## config.mk

```make
export PLATFORM = sky130hd
export DESIGN_NAME = grey_lbp_3x3_stream
export DESIGN_NICKNAME = d
export VERILOG_FILES = /design/src/hdl/glbp_pkg.sv /design/src/hdl/glbp_line_mem.sv /design/src/hdl/glbp_window.sv /design/src/hdl/glbp_out_queue.sv /design/src/hdl/grey_lbp_3x3_stream.sv
export SDC_FILE = /design/constraint.sdc
export NUM_CORES = 1
export LEC_CHECK = 0
export ABC_AREA = 1
export BUFFER_PORTS_ARGS = -buffer_cell sky130_fd_sc_hd__buf_2
export CELL_PAD_IN_SITES_DETAIL_PLACEMENT = 1
export CELL_PAD_IN_SITES_GLOBAL_PLACEMENT = 1
export CORE_MARGIN = 2
export CORE_UTILIZATION = 45
export CTS_BUF_LIST = sky130_fd_sc_hd__clkbuf_16
export DETAILED_ROUTE_END_ITERATION = 16
export PLACE_DENSITY = 0.78
export SETUP_SLACK_MARGIN = 0.4
export SLEW_MARGIN = 20
export SYNTH_ARGS = -nofsm -noshare
export SYNTH_HDL_FRONTEND = slang
export SYNTH_SLANG_ARGS = --single-unit
```

## constraint.sdc

```tcl
create_clock -name clock -period 18.6 [get_ports clock]
set_clock_uncertainty 0.2 [all_clocks]
set_input_delay 3.72 -clock clock [delete_from_list [all_inputs] [get_ports clock]]
set_output_delay 3.72 -clock clock [all_outputs]
set_load 0.02 [all_outputs]
```

## src/hdl/glbp_pkg.sv

```systemverilog
// Package for the grey LBP 3x3 stream: item structs, register indexes and constants.
// No dependencies; every other file in hdl uses it by scoped names.
`timescale 1ns / 1ps

package glbp_pkg;

   localparam int COLOR_W       = 8;
   localparam int GREY_W        = 8;
   localparam int CODE_W        = 8;
   localparam int CENTRE_COL_W  = 6;
   localparam int ROW_W         = 12;
   localparam int FRAME_WIDTH_W = 7;
   localparam int FRAME_HEIGHT_W = 12;
   localparam int CSR_DATA_W    = 12;
   localparam int CSR_INDEX_W   = 1;

   localparam int DEF_MAX_WIDTH = 64;
   localparam int MIN_SIZE      = 3;
   localparam int RESET_SIZE    = 50;
   localparam int TOP_BIT       = 7;

   // Weighted sum 11*r + 16*g + 5*b fits in 13 bits; grey is the sum over 32.
   localparam int SUM_W       = 13;
   localparam int RED_WEIGHT  = 11;
   localparam int GREEN_WEIGHT = 16;
   localparam int BLUE_WEIGHT = 5;
   localparam int GREY_SHIFT  = 5;

   localparam int OUT_DEPTH = 3;

   localparam logic [CSR_INDEX_W-1:0] CSR_FRAME_WIDTH  = 1'd0;
   localparam logic [CSR_INDEX_W-1:0] CSR_FRAME_HEIGHT = 1'd1;

   typedef struct packed {
      logic [COLOR_W-1:0] red;
      logic [COLOR_W-1:0] green;
      logic [COLOR_W-1:0] blue;
      logic               frame_start;
   } pixel_type;

   typedef struct packed {
      logic [CODE_W-1:0]       pattern_code;
      logic [CENTRE_COL_W-1:0] centre_col;
      logic [ROW_W-1:0]        centre_row;
      logic                    frame_last;
   } result_type;

   typedef struct packed {
      logic                    hit;
      logic [CENTRE_COL_W-1:0] centre_col;
      logic [ROW_W-1:0]        centre_row;
      logic                    frame_last;
   } pos_type;

endpackage

```

## src/hdl/glbp_line_mem.sv

```systemverilog
// Line buffer memory: one write port and one read port with registered read data.
// Depends on glbp_pkg for the grey width.
`timescale 1ns / 1ps

module glbp_line_mem #(
   parameter int DEPTH = glbp_pkg::DEF_MAX_WIDTH,
   parameter int AW    = $clog2(glbp_pkg::DEF_MAX_WIDTH)
) (
   input  logic                       clock,
   input  logic                       wr_en,
   input  logic [AW-1:0]              wr_addr,
   input  logic [glbp_pkg::GREY_W-1:0] wr_data,
   input  logic                       rd_en,
   input  logic [AW-1:0]              rd_addr,
   output logic [glbp_pkg::GREY_W-1:0] rd_data
);

   logic [glbp_pkg::GREY_W-1:0] line_ff [DEPTH];
   logic [glbp_pkg::GREY_W-1:0] rd_data_ff;

   always_ff @(posedge clock) begin
      if (wr_en) begin
         line_ff[wr_addr] <= wr_data;
      end
   end

   always_ff @(posedge clock) begin
      if (rd_en) begin
         rd_data_ff <= line_ff[rd_addr];
      end
   end

   assign rd_data = rd_data_ff;

endmodule

```

## src/hdl/glbp_window.sv

```systemverilog
// Two-column history of the 3x3 window and the comparison logic for the LBP code.
// Depends on glbp_pkg for widths.
`timescale 1ns / 1ps

module glbp_window (
   input  logic                        clock,
   input  logic                        step,
   input  logic [glbp_pkg::GREY_W-1:0] top,
   input  logic [glbp_pkg::GREY_W-1:0] mid,
   input  logic [glbp_pkg::GREY_W-1:0] grey,
   output logic [glbp_pkg::CODE_W-1:0] code
);

   logic [glbp_pkg::GREY_W-1:0] win_ff [6];
   logic [glbp_pkg::GREY_W-1:0] centre;

   always_ff @(posedge clock) begin
      if (step) begin
         win_ff[0] <= win_ff[3];
         win_ff[1] <= win_ff[4];
         win_ff[2] <= win_ff[5];
         win_ff[3] <= top;
         win_ff[4] <= mid;
         win_ff[5] <= grey;
      end
   end

   assign centre = win_ff[4];

   always_comb begin
      code[glbp_pkg::TOP_BIT]     = (win_ff[0] >= centre);
      code[glbp_pkg::TOP_BIT - 1] = (win_ff[1] >= centre);
      code[glbp_pkg::TOP_BIT - 2] = (win_ff[2] >= centre);
      code[glbp_pkg::TOP_BIT - 3] = (win_ff[5] >= centre);
      code[glbp_pkg::TOP_BIT - 4] = (grey >= centre);
      code[glbp_pkg::TOP_BIT - 5] = (mid >= centre);
      code[glbp_pkg::TOP_BIT - 6] = (top >= centre);
      code[glbp_pkg::TOP_BIT - 7] = (win_ff[3] >= centre);
   end

endmodule

```

## src/hdl/glbp_out_queue.sv

```systemverilog
// Small result queue that decouples the pixel pipeline from the result channel.
// Depends on glbp_pkg for the result struct and the queue depth.
`timescale 1ns / 1ps

module glbp_out_queue (
   input  logic                 clock,
   input  logic                 reset,
   input  logic                 push,
   input  glbp_pkg::result_type push_data,
   input  logic                 pending,
   output logic                 full,
   output logic                 rsp_valid,
   input  logic                 rsp_stall,
   output glbp_pkg::result_type rsp_data
);

   localparam int DEPTH = glbp_pkg::OUT_DEPTH;
   localparam int PW    = $clog2(DEPTH);
   localparam int NW    = $clog2(DEPTH + 1);

   glbp_pkg::result_type entry_ff [DEPTH];
   logic [PW-1:0] head_ff, head_in;
   logic [PW-1:0] tail_ff, tail_in;
   logic [NW-1:0] count_ff, count_in;
   logic          pop;

   assign rsp_valid = (count_ff != '0);
   assign rsp_data  = entry_ff[head_ff];
   assign pop       = rsp_valid && !rsp_stall;
   assign full      = (count_ff == NW'(DEPTH)) || (pending && (count_ff == NW'(DEPTH - 1)));

   always_comb begin
      head_in  = head_ff;
      tail_in  = tail_ff;
      count_in = count_ff;
      if (pop) begin
         head_in = (head_ff == PW'(DEPTH - 1)) ? '0 : head_ff + PW'(1);
      end
      if (push) begin
         tail_in = (tail_ff == PW'(DEPTH - 1)) ? '0 : tail_ff + PW'(1);
      end
      case ({push, pop})
         2'b10:   count_in = count_ff + NW'(1);
         2'b01:   count_in = count_ff - NW'(1);
         default: count_in = count_ff;
      endcase
   end

   always_ff @(posedge clock) begin
      if (push) begin
         entry_ff[tail_ff] <= push_data;
      end
   end

   always_ff @(posedge clock) begin
      if (reset) begin
         head_ff  <= '0;
         tail_ff  <= '0;
         count_ff <= '0;
      end else begin
         head_ff  <= head_in;
         tail_ff  <= tail_in;
         count_ff <= count_in;
      end
   end

endmodule

```

## src/hdl/grey_lbp_3x3_stream.sv

```systemverilog
// Top level of the streaming grey conversion and 3x3 local binary pattern block.
// Depends on glbp_pkg, glbp_line_mem, glbp_window and glbp_out_queue.
`timescale 1ns / 1ps

// The block takes one RGB pixel per clock in raster order and converts it to grey as
// (11*r + 16*g + 5*b) / 32. Two line buffers of MAX_WIDTH entries, each a memory with
// registered read data, hold the two rows above, and a two-column register window
// completes the 3x3 neighborhood. Each interior pixel gives one code; border pixels give
// none. Throughput is one item per clock while req_stall is low: the line buffers are
// read on accept and the code is formed in the following cycle, at whose end it is
// pushed into the output queue, which offers it from the next cycle. A three-entry
// output queue absorbs stalls on the result channel; req_stall rises when that queue
// is full, or when it holds two entries while an item is still forming its code. The
// line buffers are not cleared after reset, so an image must start with frame_start,
// and the user writes frame_width and frame_height only between images (not enforced).

module grey_lbp_3x3_stream #(
   parameter int MAX_WIDTH = glbp_pkg::DEF_MAX_WIDTH
) (
   input  logic                                clock,
   input  logic                                reset,
   input  logic                                req_valid,
   output logic                                req_stall,
   input  glbp_pkg::pixel_type                 req_data,
   output logic                                rsp_valid,
   input  logic                                rsp_stall,
   output glbp_pkg::result_type                rsp_data,
   input  logic                                csr_write,
   input  logic [glbp_pkg::CSR_INDEX_W-1:0]    csr_index,
   input  logic [glbp_pkg::CSR_DATA_W-1:0]     csr_wdata
);

   localparam int CW  = $clog2(MAX_WIDTH);
   localparam int LW  = (CW + 1 > glbp_pkg::FRAME_WIDTH_W) ? CW + 1 : glbp_pkg::FRAME_WIDTH_W;
   localparam int RW  = glbp_pkg::ROW_W;
   localparam int OCW = glbp_pkg::CENTRE_COL_W;
   localparam int FWW = glbp_pkg::FRAME_WIDTH_W;
   localparam int FHW = glbp_pkg::FRAME_HEIGHT_W;
   localparam int SW  = glbp_pkg::SUM_W;
   localparam int GW  = glbp_pkg::GREY_W;

   logic [FWW-1:0] frame_width_ff;
   logic [FHW-1:0] frame_height_ff;
   logic [CW-1:0]  col_ff, col_in;
   logic [RW-1:0]  row_ff, row_in;

   logic           accept;
   logic [LW-1:0]  width_eff;
   logic [LW-1:0]  width_ext;
   logic [FHW-1:0] height_eff;
   logic [CW-1:0]  col_cur;
   logic [RW-1:0]  row_cur;
   logic [LW-1:0]  col_ext;
   logic [LW-1:0]  col_next;
   logic [RW:0]    row_next;
   logic [SW-1:0]  grey_sum;
   logic [GW-1:0]  grey_cur;
   glbp_pkg::pos_type pos_cur;

   logic              stage_valid_ff;
   glbp_pkg::pos_type pos_ff;
   logic [GW-1:0]     grey_ff;
   logic [CW-1:0]     idx_ff;
   logic              bypass_ff;
   logic [GW-1:0]     fwd_ff;

   logic [GW-1:0]              upper_rd;
   logic [GW-1:0]              middle_rd;
   logic [GW-1:0]              top_eff;
   logic [glbp_pkg::CODE_W-1:0] code;
   glbp_pkg::result_type       result;
   logic                       queue_full;

   assign req_stall = queue_full;
   assign accept    = req_valid && !req_stall;

   always_ff @(posedge clock) begin
      if (reset) begin
         frame_width_ff  <= FWW'(glbp_pkg::RESET_SIZE);
         frame_height_ff <= FHW'(glbp_pkg::RESET_SIZE);
      end else if (csr_write) begin
         case (csr_index)
            glbp_pkg::CSR_FRAME_WIDTH:  frame_width_ff  <= csr_wdata[FWW-1:0];
            glbp_pkg::CSR_FRAME_HEIGHT: frame_height_ff <= csr_wdata[FHW-1:0];
            default: ;
         endcase
      end
   end

   // Effective frame size and the position of the incoming pixel.
   always_comb begin
      width_ext = LW'(frame_width_ff);
      if (width_ext < LW'(glbp_pkg::MIN_SIZE)) begin
         width_eff = LW'(glbp_pkg::MIN_SIZE);
      end else if (width_ext > LW'(MAX_WIDTH)) begin
         width_eff = LW'(MAX_WIDTH);
      end else begin
         width_eff = width_ext;
      end
      height_eff = (frame_height_ff < FHW'(glbp_pkg::MIN_SIZE)) ?
                   FHW'(glbp_pkg::MIN_SIZE) : frame_height_ff;

      col_cur  = req_data.frame_start ? '0 : col_ff;
      row_cur  = req_data.frame_start ? '0 : row_ff;
      col_ext  = LW'(col_cur);
      col_next = col_ext + LW'(1);
      row_next = {1'b0, row_cur} + (RW + 1)'(1);

      if (col_next >= width_eff) begin
         col_in = '0;
         row_in = (row_next >= {1'b0, height_eff}) ? '0 : row_next[RW-1:0];
      end else begin
         col_in = col_next[CW-1:0];
         row_in = row_cur;
      end

      pos_cur.hit        = (col_cur >= CW'(2)) && (row_cur >= RW'(2));
      pos_cur.centre_col = OCW'(col_ext - LW'(1));
      pos_cur.centre_row = row_cur - RW'(1);
      pos_cur.frame_last = (col_ext == width_eff - LW'(1)) &&
                           (row_cur == height_eff - FHW'(1));

      grey_sum = SW'(glbp_pkg::RED_WEIGHT) * SW'(req_data.red) +
                 SW'(glbp_pkg::GREEN_WEIGHT) * SW'(req_data.green) +
                 SW'(glbp_pkg::BLUE_WEIGHT) * SW'(req_data.blue);
      grey_cur = grey_sum[SW-1:glbp_pkg::GREY_SHIFT];
   end

   always_ff @(posedge clock) begin
      if (reset) begin
         col_ff         <= '0;
         row_ff         <= '0;
         stage_valid_ff <= 1'b0;
      end else begin
         stage_valid_ff <= accept;
         if (accept) begin
            col_ff <= col_in;
            row_ff <= row_in;
         end
      end
   end

   // The upper line is written in the cycle after the read, so a pixel that reuses the
   // previous item's column takes that item's middle value directly.
   always_ff @(posedge clock) begin
      if (accept) begin
         pos_ff    <= pos_cur;
         grey_ff   <= grey_cur;
         idx_ff    <= col_cur;
         bypass_ff <= stage_valid_ff && (idx_ff == col_cur);
         fwd_ff    <= middle_rd;
      end
   end

   assign top_eff = bypass_ff ? fwd_ff : upper_rd;

   glbp_line_mem #(
      .DEPTH (MAX_WIDTH),
      .AW    (CW)
   ) u_upper_line (
      .clock   (clock),
      .wr_en   (stage_valid_ff),
      .wr_addr (idx_ff),
      .wr_data (middle_rd),
      .rd_en   (accept),
      .rd_addr (col_cur),
      .rd_data (upper_rd)
   );

   glbp_line_mem #(
      .DEPTH (MAX_WIDTH),
      .AW    (CW)
   ) u_middle_line (
      .clock   (clock),
      .wr_en   (accept),
      .wr_addr (col_cur),
      .wr_data (grey_cur),
      .rd_en   (accept),
      .rd_addr (col_cur),
      .rd_data (middle_rd)
   );

   glbp_window u_window (
      .clock (clock),
      .step  (stage_valid_ff),
      .top   (top_eff),
      .mid   (middle_rd),
      .grey  (grey_ff),
      .code  (code)
   );

   always_comb begin
      result.pattern_code = code;
      result.centre_col   = pos_ff.centre_col;
      result.centre_row   = pos_ff.centre_row;
      result.frame_last   = pos_ff.frame_last;
   end

   glbp_out_queue u_out_queue (
      .clock     (clock),
      .reset     (reset),
      .push      (stage_valid_ff && pos_ff.hit),
      .push_data (result),
      .pending   (stage_valid_ff),
      .full      (queue_full),
      .rsp_valid (rsp_valid),
      .rsp_stall (rsp_stall),
      .rsp_data  (rsp_data)
   );

endmodule
```

==> impl_metrics.yaml <==
run_status:
  outcome: "completed"
logic_synthesis:
  synth_fp_nets: 4167
  synthesis.area_um2: 51610
  yosysSeqAreaShare: 0.7231
  synth_warnings: 0
  ys_types: 52
  syn_area_per_cell_um2: 12.98
  synth_edf_count: 1212
  synthFlopType: "edfxtp_1"
  synth-seq-cells: 1258
  syn_inst: 3977
  async_flop_share: 0
power:
  intPower_mw: 5.435
  pwr-share-clk: 0.309
  ir_drop_mv: 0.2373
  power_leakage_nw: 20.51
  comb_power_share: 0.173
  powerDensity_nw_per_um2: 132.7
  power.switching_mw: 2.182
  p_sw_frac: 0.2865
  seqPwrFrac: 0.519
min_path:
  hp-class: "reg -> reg"
clocking:
  cts_tree: "done"
  clk_pin_slew_ps: 60
  clock-sinks: 1258
  h-tree-depth: 3
  cts_setup_buffers: 0
  clk_latency_ps: 730
  clockRootBuffer: "clkbuf_16"
  cts_buffers: 121
  clockBufferDepth: 3
  post_cts_resize_count: 0
  cts_hold_buf: 0
sta:
  fin_tns_setup_ps: 0
  hold_viol_final: 0
  fmax_ghz: 0.1285
  slew_viol_final: 0
  min_period_ps: 7784
  fin_crit_sh: 0.4185
  rsz0062_at_grt: "no"
  setup_viol: 0
  slew_headroom: 0.2048
  worst_pin_slew_ps: 1188
cells_and_area:
  nFillCells: 11430
  seq_area_um2: 37320
  drive_above_1_share: 0.07774
  multi_input_area_um2: 12810
  fin_area_um2: 57420
  nNetsFinal: 4263
  syn2layout_area_growth_pct: 11.27
global_routing:
  first_global_vias: 35740
  antenna_found_initial: 3
  grt_max_degree: 130
  overflow: 0
  grt_use_total: 0.2575
  grt_pass1_wl_um: 225300
route:
  first_pass_iters: 6
  num_vias: 33500
  wl_per_cell_um: 26.76
  wirelength_um: 152000
  drtAntennaViolNets: 0
  viasPerCell: 5.897
  drc: 0
  drt_iter0_drc: 3311
setup_path:
  crit_type: "in -> reg"
  endpoint_kind: "register"
  critPathMaxFanout: 65
  arrival_ps: 7990
  required_ps: 18800
  startpoint_type: "primary input"
placement:
  numPortBuffers: 71
  gp_congestion: 0.8246
  post-dp-hpwl_um: 90300
  place_area_um2: 53710
floorplan:
  start_util: 0.4526
  ios: 72
  rows: 124
  fp.dieH_um: 342.6
  core_um2: 114000
  die_x_um: 342.6
  dieArea_um2: 117400
flow_run:
  drv_cap: 0
## worst max-delay path, stage by stage
cell and delay, ps:
buf_2 140, ha_1 310, fa_1 470, fa_1 520
inv_1 50, fa_1 470, inv_1 40, ha_1 380
a21oi_1 100, o21ai_0 190, a21o_1 230, nand3_1 90
nand2_1 200, nand3_1 100, nand2_1 150, xor2_4 180
buf_4 550
## through the flow
| stage | util | cells | hold slack (ps) | total power [mW] | setup WS (ps) |
|---|---|---|---|---|---|
| global route | 0.5035 | 5680 | 260.4 | 7.848 | 10580 |
| CTS | 0.5035 | 5680 | 247.0 | 7.638 | 10870 |
| detailed placement | 0.4710 | 5462 | 233.2 | 5.323 | 10130 |
| finish | 0.5036 | 5681 | 247.0 | 7.618 | 10820 |
| global placement | 0.4710 | 5462 | 227.8 | 5.235 | 10270 |
| floorplan | - | 3977 | 222.5 | 4.678 | 9465 |
## power groups by stage
stage,Combinational (mW),Sequential (mW),Clock (mW)
4_1_cts,1.32,3.95,2.36
6_report,1.32,3.95,2.35
2_1_floorplan,0.591,4.09,0
5_1_grt,1.43,3.96,2.46
3_5_place_dp,1.31,4.01,0
3_3_place_gp,1.23,4.00,0
## layout by cell type, fill, tap and decap left out, types with 6 or more instances in the layout
cell and n:
xnor2_1 6, dfxtp_1 45, nand3_1 55, o21ai_0 129, mux2_2 7, a211oi_1 6
nand4_1 130, ha_1 122, clkbuf_16 123, bufinv_16 8, o31ai_1 27, nand2_1 988
inv_2 6, xor2_1 36, fa_1 25, nor3_1 22, o2111ai_1 17, a21oi_1 159
clkinv_1 42, o21bai_1 8, edfxtp_1 1212, buf_4 41, o211ai_1 8, buf_2 71
clkinv_2 18, nor2_4 12, nor2_2 6, a21o_1 8, inv_1 259, a22o_1 127
o21ai_1 11, nor2_1 332, a221oi_1 42
## kinds of logic after synthesis
| family | share of synthesized area |
|---|---|
| and+or+nand+nor | 0.1244 |
| buffers and inverters | 0.03183 |
| xor gates and xnor gates | 0.008922 |
| adders and majority gates | 0.03928 |
| AOI/OAI and AO/OA | 0.07094 |
| muxes | 0.001528 |
| DFF | 0.7231 |
## worst paths after layout
path                                    from  slack [ps]                               to  cells past startpoint
max                             req_data[20]       10820             grey_ff[7]$_DFFE_PP_                     17
min          u_window.win_ff[4][1]$_DFFE_PP_         250  u_window.win_ff[1][1]$_DFFE_PP_                      0
max reg2reg           col_ff[5]$_SDFFE_PP0P_       14120          row_ff[11]$_SDFFE_PP0P_                     18
min reg2reg  u_window.win_ff[4][1]$_DFFE_PP_         250  u_window.win_ff[1][1]$_DFFE_PP_                      0
## routing by layer
metal / part of all wire / vias up / track usage / routed length [µm]
met5: 0 / - / 0 / 0
met2: 0.49 / 1618 / 0.4398 / 75260
met1: 0.38 / 17060 / 0.3225 / 58170
met3: 0.084 / 378 / 0.04599 / 12730
li1: - / 14450 / - / -
met4: 0.039 / 0 / 0.1100 / 5880
## synth_stat cells, types with 25 or more instances
master,number,area [µm²]
dfxtp_1,46,920.9
clkbuf_1,45,168.9
a21oi_1,159,795.8
a221oi_1,42,367.9
nand3_1,55,275.3
inv_1,232,870.8
fa_1,25,500.5
nand2_1,988,3709
a22o_1,127,1112
o21ai_0,130,650.6
nand4_1,130,813.3
edfxtp_1,1212,36390
xor2_1,39,341.6
o31ai_1,27,202.7
ha_1,122,1526
nor2_1,340,1276
buf_2,83,415.4
## cell type report
type,instances,area share
Timing Repair Buffer,117,0.01329
Antenna cell,1,0.00004358
Sequential cell,1258,0.6499
Tap cell,1512,0.03294
Clock inverter,95,0.01100
Inverter,247,0.01623
Clock buffer,123,0.05360
Multi-Input combinational cell,2328,0.2230
## sequential cells by signal (all words and copies together) (netlist names), 8 cells and up, named ones only
name                   flops
frame_height_ff           12
u_middle_line.rd_data      8
u_middle_line.line_ff    512
pos_ff                    20
u_out_queue.entry_ff      81
grey_ff                    8
row_ff                    12
u_window.win_ff           48
fwd_ff                     8
u_upper_line.line_ff     512
u_upper_line.rd_data       8
(Power assumes the default switching activity.)
